===== src/design/bpcw_pkg.sv =====
package bpcw_pkg;

	localparam int COORD_BITS     = 13;
	localparam int CLICK_BITS     = 12;
	localparam int SUM_BITS       = 20;
	localparam int RATIO_BITS     = 17;
	localparam int CFG_IDX_BITS   = 2;
	localparam int CFG_DATA_BITS  = 17;
	localparam int IN_TDATA_BITS  = 80;
	localparam int OUT_TDATA_BITS = 72;
	localparam int COUNT_BITS     = 8;
	localparam int INDEX_BITS     = 7;
	localparam int WIN_BITS       = 23;
	localparam int DEF_MAX_BOXES  = 128;
	localparam int HALF_PAD       = 15;
	localparam int EMPTY_DIV      = 10;

	localparam logic [CFG_IDX_BITS-1:0] CFG_PIC_WIDTH  = 2'd0;
	localparam logic [CFG_IDX_BITS-1:0] CFG_PIC_HEIGHT = 2'd1;
	localparam logic [CFG_IDX_BITS-1:0] CFG_MIN_RATIO  = 2'd2;
	localparam logic [CFG_IDX_BITS-1:0] CFG_MAX_RATIO  = 2'd3;

	localparam logic [COORD_BITS-1:0] RST_PIC_WIDTH  = 13'd640;
	localparam logic [COORD_BITS-1:0] RST_PIC_HEIGHT = 13'd480;
	localparam logic [RATIO_BITS-1:0] RST_MIN_RATIO  = 17'd66;
	localparam logic [RATIO_BITS-1:0] RST_MAX_RATIO  = 17'd52429;

	typedef enum logic [1:0] {
		CMD_CLEAR = 2'd0,
		CMD_ADD   = 2'd1,
		CMD_QUERY = 2'd2,
		CMD_NOP   = 2'd3
	} cmd_t;

	typedef enum logic [4:0] {
		ST_IDLE,
		ST_DISPATCH,
		ST_MUL_WH,
		ST_MUL_PA,
		ST_MUL_LO,
		ST_MUL_HI,
		ST_ADD_DEC,
		ST_SCAN,
		ST_WIN_HIT,
		ST_DIVA_START,
		ST_DIVA_WAIT,
		ST_DIVB_START,
		ST_DIVB_WAIT,
		ST_WIN_DIV,
		ST_FIT1,
		ST_FIT2,
		ST_DONE
	} state_t;

	typedef enum logic [4:0] {
		OP_NONE,
		OP_LOAD,
		OP_CLEAR,
		OP_MUL_WH,
		OP_MUL_PA,
		OP_MUL_LO,
		OP_MUL_HI,
		OP_ADD_DEC,
		OP_SCAN,
		OP_WIN_HIT,
		OP_DIV_START_A,
		OP_DIV_WAIT_A,
		OP_DIV_START_B,
		OP_DIV_WAIT_B,
		OP_WIN_DIV,
		OP_FIT1,
		OP_FIT2,
		OP_RESULT
	} op_t;

	typedef struct packed {
		op_t op;
	} ctl_t;

	typedef struct packed {
		cmd_t cmd;
		logic cnt_zero;
		logic scan_done;
		logic found;
		logic div_done;
		logic out_free;
	} sts_t;

endpackage


===== src/design/bpcw_ctrl.sv =====
module bpcw_ctrl (
	input  logic           clk,
	input  logic           arst_n,
	input  logic           s_tvalid,
	output logic           s_tready,
	input  bpcw_pkg::sts_t sts,
	output bpcw_pkg::ctl_t ctl
);

	import bpcw_pkg::*;

	state_t state_q, state_d;

	always_ff @(posedge clk or negedge arst_n) begin
		if (!arst_n) begin
			state_q <= ST_IDLE;
		end else begin
			state_q <= state_d;
		end
	end

	always_comb begin
		state_d  = state_q;
		ctl.op   = OP_NONE;
		s_tready = 1'b0;
		case (state_q)
			ST_IDLE: begin
				s_tready = 1'b1;
				if (s_tvalid) begin
					ctl.op  = OP_LOAD;
					state_d = ST_DISPATCH;
				end
			end
			ST_DISPATCH: begin
				case (sts.cmd)
					CMD_CLEAR: begin
						ctl.op  = OP_CLEAR;
						state_d = ST_DONE;
					end
					CMD_ADD:   state_d = ST_MUL_WH;
					CMD_QUERY: state_d = sts.cnt_zero ? ST_DIVA_START : ST_SCAN;
					default:   state_d = ST_DONE;
				endcase
			end
			ST_MUL_WH: begin
				ctl.op  = OP_MUL_WH;
				state_d = ST_MUL_PA;
			end
			ST_MUL_PA: begin
				ctl.op  = OP_MUL_PA;
				state_d = ST_MUL_LO;
			end
			ST_MUL_LO: begin
				ctl.op  = OP_MUL_LO;
				state_d = ST_MUL_HI;
			end
			ST_MUL_HI: begin
				ctl.op  = OP_MUL_HI;
				state_d = ST_ADD_DEC;
			end
			ST_ADD_DEC: begin
				ctl.op  = OP_ADD_DEC;
				state_d = ST_DONE;
			end
			ST_SCAN: begin
				ctl.op = OP_SCAN;
				if (sts.scan_done) begin
					state_d = sts.found ? ST_WIN_HIT : ST_DIVA_START;
				end
			end
			ST_WIN_HIT: begin
				ctl.op  = OP_WIN_HIT;
				state_d = ST_FIT1;
			end
			ST_DIVA_START: begin
				ctl.op  = OP_DIV_START_A;
				state_d = ST_DIVA_WAIT;
			end
			ST_DIVA_WAIT: begin
				ctl.op = OP_DIV_WAIT_A;
				if (sts.div_done) begin
					state_d = ST_DIVB_START;
				end
			end
			ST_DIVB_START: begin
				ctl.op  = OP_DIV_START_B;
				state_d = ST_DIVB_WAIT;
			end
			ST_DIVB_WAIT: begin
				ctl.op = OP_DIV_WAIT_B;
				if (sts.div_done) begin
					state_d = ST_WIN_DIV;
				end
			end
			ST_WIN_DIV: begin
				ctl.op  = OP_WIN_DIV;
				state_d = ST_FIT1;
			end
			ST_FIT1: begin
				ctl.op  = OP_FIT1;
				state_d = ST_FIT2;
			end
			ST_FIT2: begin
				ctl.op  = OP_FIT2;
				state_d = ST_DONE;
			end
			ST_DONE: begin
				if (sts.out_free) begin
					ctl.op  = OP_RESULT;
					state_d = ST_IDLE;
				end
			end
			default: state_d = ST_IDLE;
		endcase
	end

endmodule


===== config.mk =====
export PLATFORM = sky130hd
export DESIGN_NAME = bpcw_ctrl
export DESIGN_NICKNAME = d
export VERILOG_FILES = /design/src/design/bpcw_pkg.sv /design/src/design/bpcw_ctrl.sv
export SDC_FILE = /design/constraint.sdc
export NUM_CORES = 1
export LEC_CHECK = 0
export ABC_AREA = 1
export ABC_CLOCK_PERIOD_IN_PS = 2100
export BUFFER_PORTS_ARGS = -buffer_cell sky130_fd_sc_hd__buf_4
export CAP_MARGIN = 20
export CORE_UTILIZATION = 45
export CTS_CLUSTER_SIZE = 8
export DETAILED_ROUTE_END_ITERATION = 8
export PLACE_DENSITY = 0.69
export SYNTH_ARGS = -nofsm -noshare
export SYNTH_HDL_FRONTEND = slang
export SYNTH_SLANG_ARGS = --single-unit

===== constraint.sdc =====
create_clock -name clk -period 2.1 [get_ports clk]
set_clock_uncertainty 0.1 [all_clocks]
set_input_delay 0.21 -clock clk [delete_from_list [all_inputs] [get_ports clk]]
set_output_delay 0.21 -clock clk [all_outputs]
set_load 0.02 [all_outputs]

After elaboration in Yosys (flattened, before gate mapping) --
Index checks and enable logic that the tools add are counted.
Storage, ports and cells: register bits after elaboration 5, output and inout bits 6
Cells by class: eq/ne operators 23, multiplexer cells 14, reduce and logical (&&, ||, !) cells 5
Operator list (number):
- $pmux W5 S17 | 1
- $pmux W5 S15 | 1
- $eq A5 B4 Y1 const B | 8
- $mux W5 | 6
- $eq A5 B3 Y1 const B | 4
- $eq A5 B2 Y1 const B | 2
- $ne A2 B2 Y1 const B | 5
- $pmux W5 S2 | 1
- $eq A5 B1 Y1 const B | 1
- $eq A5 B5 Y1 const B | 1
- $logic_not A5 Y1 | 1
- $reduce_and A5 Y1 | 1
- $mux W4 | 1
- $reduce_or A2 Y1 | 2
- $mux W1 | 3
- $eq A2 B1 Y1 const B | 1
- $eq A2 B2 Y1 const B | 1
- $logic_not A2 Y1 | 1
- $mux W2 | 1

Longest topological paths before layout --
depth in word-level cells 3, mapped depth 10

Worst setup path before layout --
Ideal clock, no wire load.
path type reg2out, from reg state_q[0], to out ctl[0] in the netlist's numbering, arrival time 1196 ps, required time 1790 ps, path slack 594 ps, stages on the path, launching flop included 6, cells stage by stage dfrtp_1 -> nor2_1 -> nand3_1 -> o21ai_0 -> inv_1 -> nand4_1
RTL lines:
- from (decl) | RTL line bpcw_ctrl.sv:12 | state_t state_q, state_d;
- from (signal assigned) | RTL line bpcw_ctrl.sv:18 | state_q <= state_d;
- to (decl) | RTL line bpcw_ctrl.sv:7 | output bpcw_pkg::ctl_t ctl

==> flow_summary.toml <==
[global_route]
final_global_route_overflow_total = 0
antenna_violations_before_repair = 0
via_count_of_the_first_global_routing_pass = 626
grt_pass1_wl_um = 2550
grt.total_usage_pct = 24.1
largest_net_degree_at_the_start_of_global_routing = 11

[worst_hold_path]
hold_depth = 4
hold_path_startpoint = "sts[1]"
timing.hold.worst_endpoint = "state_q[3]"
worstHoldPathType = "input pin to flop"

[cts]
cts-htree-levels = 1
numCtsBuffers = 3
cts.path.max_buffers = 2
clk_latency_ns = 0.24
cts_tree = "done"
clock_slew_at_reported_path_ffs_ns = 0.04
cts_setup_buffers = 0
cts.sink_count = 5
cts-root-buf = "sky130_fd_sc_hd__clkbuf_4"

[floorplanning]
ios = 16
floorplan.initialDensity_pct = 49.4
std_cell_rows = 13
die_y_um = 40.0
die_width_um = 40.0
fp.dieArea_um2 = 1600
core_um2 = 1320

[critical_path]
timing.critical_path.to_type = "primary output"
worst_endpoint_data_arrival_time_ns = 1.55
register_to_register_path_setup_slack_ns = 0.59
rr_endpoint = "state_q[0]"
critPathMaxFanout = 10
critical_path.reg2reg.startpoint = "state_q[0]"
critical-path-slowest-cell = "sky130_fd_sc_hd__dfrtp_1"
required_ns = 1.79
slowest_delay_ns = 0.49
worstSetupStartpointType = "flop"
timing.critical_path.max_delay_family = "simple AND/OR/NAND/NOR gates"
crit_chain = "inv_2 > nand3_1 > nand2_1 > nor3_1 > nand3_1 > buf_4"
worstPathBufferInverterCount = 2
ff2ff_path_depth = 10
path_class = "flop to primary output"
crit_top_cell = "sky130_fd_sc_hd__nand3_1"

[yosys]
cell_type_contributing_the_most_total_cell_area_after_synthesis = "sky130_fd_sc_hd__nand2_1"
synth.top_cell.area_share_pct = 23.1
post_synth_main_area_contributors = "sky130_fd_sc_hd__nand2_1 23%, sky130_fd_sc_hd__dfrtp_1 19%, sky130_fd_sc_hd__nand3_1 12%, sky130_fd_sc_hd__inv_1 9.2%, sky130_fd_sc_hd__nor2_1 9.2%"
synthesis.yosys.warnings = 0
synth_seq_cells = 5
number_of_distinct_standard_cells_referenced_by_the_synthesized_netlist = 17
synth_cells = 117
synth_area_per_cell_um2 = 5.56
synth.yosys.seq_area_share_pct = 19.2
syn-num-nets = 130
synth.cell_area_um2 = 651

[power]
cellPowerDensity_nw_per_um2 = 1440
peak_supply_drop_uv = 848
leakage_nw = 0.522
totalPowerFinal_w = 0.00118

[sta]
tns_ns = 0
setup_repair_after_global_routing_missed_its_margin = "false"
layout_min_cycle_time_ns = 1.86
achievable-frequency_ghz = 0.537
report.final.setup_viol = 0
hold_viol = 0
timing_max_transition_violations_final = 0
slew_headroom_pct = 81.7
final.setup.worst_slack_ns = 0.238
final_min_period_over_clock_period_pct = 88.7
tightest_slew_ns = 0.274

[layout]
fin_nets = 151
sequential_cell_area_um2 = 125
multi_input_area_um2 = 460
antenna-diode-count = 0
biggestRegsByFlops = "state_q: 5 flops"
areaGrowthSynthToFinish_pct = 26.2
fillCellCount = 124
drive_above_1_share_pct = 20.4
largest_register = "state_q"
largest_register_ff_count = 5

[routing]
drt_iter0_markers = 31
drc = 0
route.final.wire_length_um = 1660
vias_per_cell = 5.26
wire_per_inst_um = 10.9
detail-route-antenna-nets = 0
route.vias.total = 800
drt_pre_antenna_iters = 5

[place]
gp_congestion = 0.946
port_buffers = 15
dp_hpwl_um = 1340
preCtsSetupSlack_ns = 0.413

[outcome]
result_of_the_run = "completed"

[job]
max_cap_viol_count = 0
-- cell families after synthesis --
logic type / after synthesis / synth area share, %
AND/OR/NAND/NOR: 87 / 60.6
adder cells (fa/ha/maj): 3 / 5.77
AO/OA/AOI/OAI: 4 / 4.04
buffers and inverters: 18 / 10.4
flip-flops: 5 / 19.2
-- stage by stage --
stage / hold slack, ns / util, % / std cells / area (um2)
global route: 0.181 / 62.3 / 152 / 821
floorplan: -0.186 / - / 117 / 651
CTS: 0.166 / 62.1 / 152 / 818
detailed placement: -0.0873 / 59.4 / 147 / 782
finish: 0.163 / 62.3 / 152 / 821
global placement: -0.0877 / 59.4 / 147 / 782
-- worst max-delay path by stage --
stage,to,slack [ns],start,cells past startpoint
5_1_grt,ctl[2],0.07,state_q[2],7
4_1_cts,ctl[0],0.16,state_q[1],6
2_1_floorplan,ctl[0],0.59,state_q[0],5
6_report,ctl[1],0.24,state_q[4],6
3_5_place_dp,ctl[0],0.41,state_q[1],6
3_3_place_gp,ctl[0],0.40,state_q[0],6
-- worst reg2reg max path: cells and delay by family, from the launching register on --
kind / cells / cell delay (ns)
buffers and inverters: 2 / 0.16
DFF: 1 / 0.42
and+or+nand+nor: 8 / 0.69
-- power breakdown --
| group | internal (W) | switching [W] | total [W] |
|---|---|---|---|
| Sequential | 0.000142 | 0.0000803 | 0.000222 |
| Combinational | 0.000310 | 0.000539 | 0.000849 |
| Clock | 0.0000716 | 0.0000364 | 0.000108 |
| Total | 0.000523 | 0.000656 | 0.00118 |
-- final cells by class --
class / instances / share of cell area (%)
Inverter: 18 / 8.23
Multi-Input combinational cell: 94 / 56.1
Clock buffer: 4 / 3.20
Tap cell: 15 / 2.29
Sequential cell: 5 / 15.2
Timing Repair Buffer: 16 / 14.9
-- routing by layer --
metal  up-vias  track usage, %  routed length, um
li1        414               -                  -
met1       336            30.9                738
met2        50            38.3                785
met3         0            5.56                134
met4         0            9.48                  0
met5         -               0                  0
-- synthesized netlist by cell type, drive strengths merged --
cell / count
nand3b: 1
o2111ai: 1
or2: 1
o21ai: 2
dfrtp: 5
nand4: 5
o21bai: 1
nor2: 21
nand3: 16
nand2: 42
nor3: 1
ha: 3
inv: 18
-- layout by cell type (no fill, tap or decap), drive strengths merged, types with 2 or more instances in the layout --
cell,instances
nand3,16
dfrtp,5
inv,18
nor2,21
ha,3
nand2,42
o21ai,2
clkbuf,4
nand4,5
buf,15
-- repair_timing --
action | in CTS | in global routing
hold buffers | 1 | 0
hold endpoints to repair | 5 | 0
endpoints found under the setup margin | 0 | 1
gates resized for setup | 0 | 1
(Power assumes the default switching activity.)
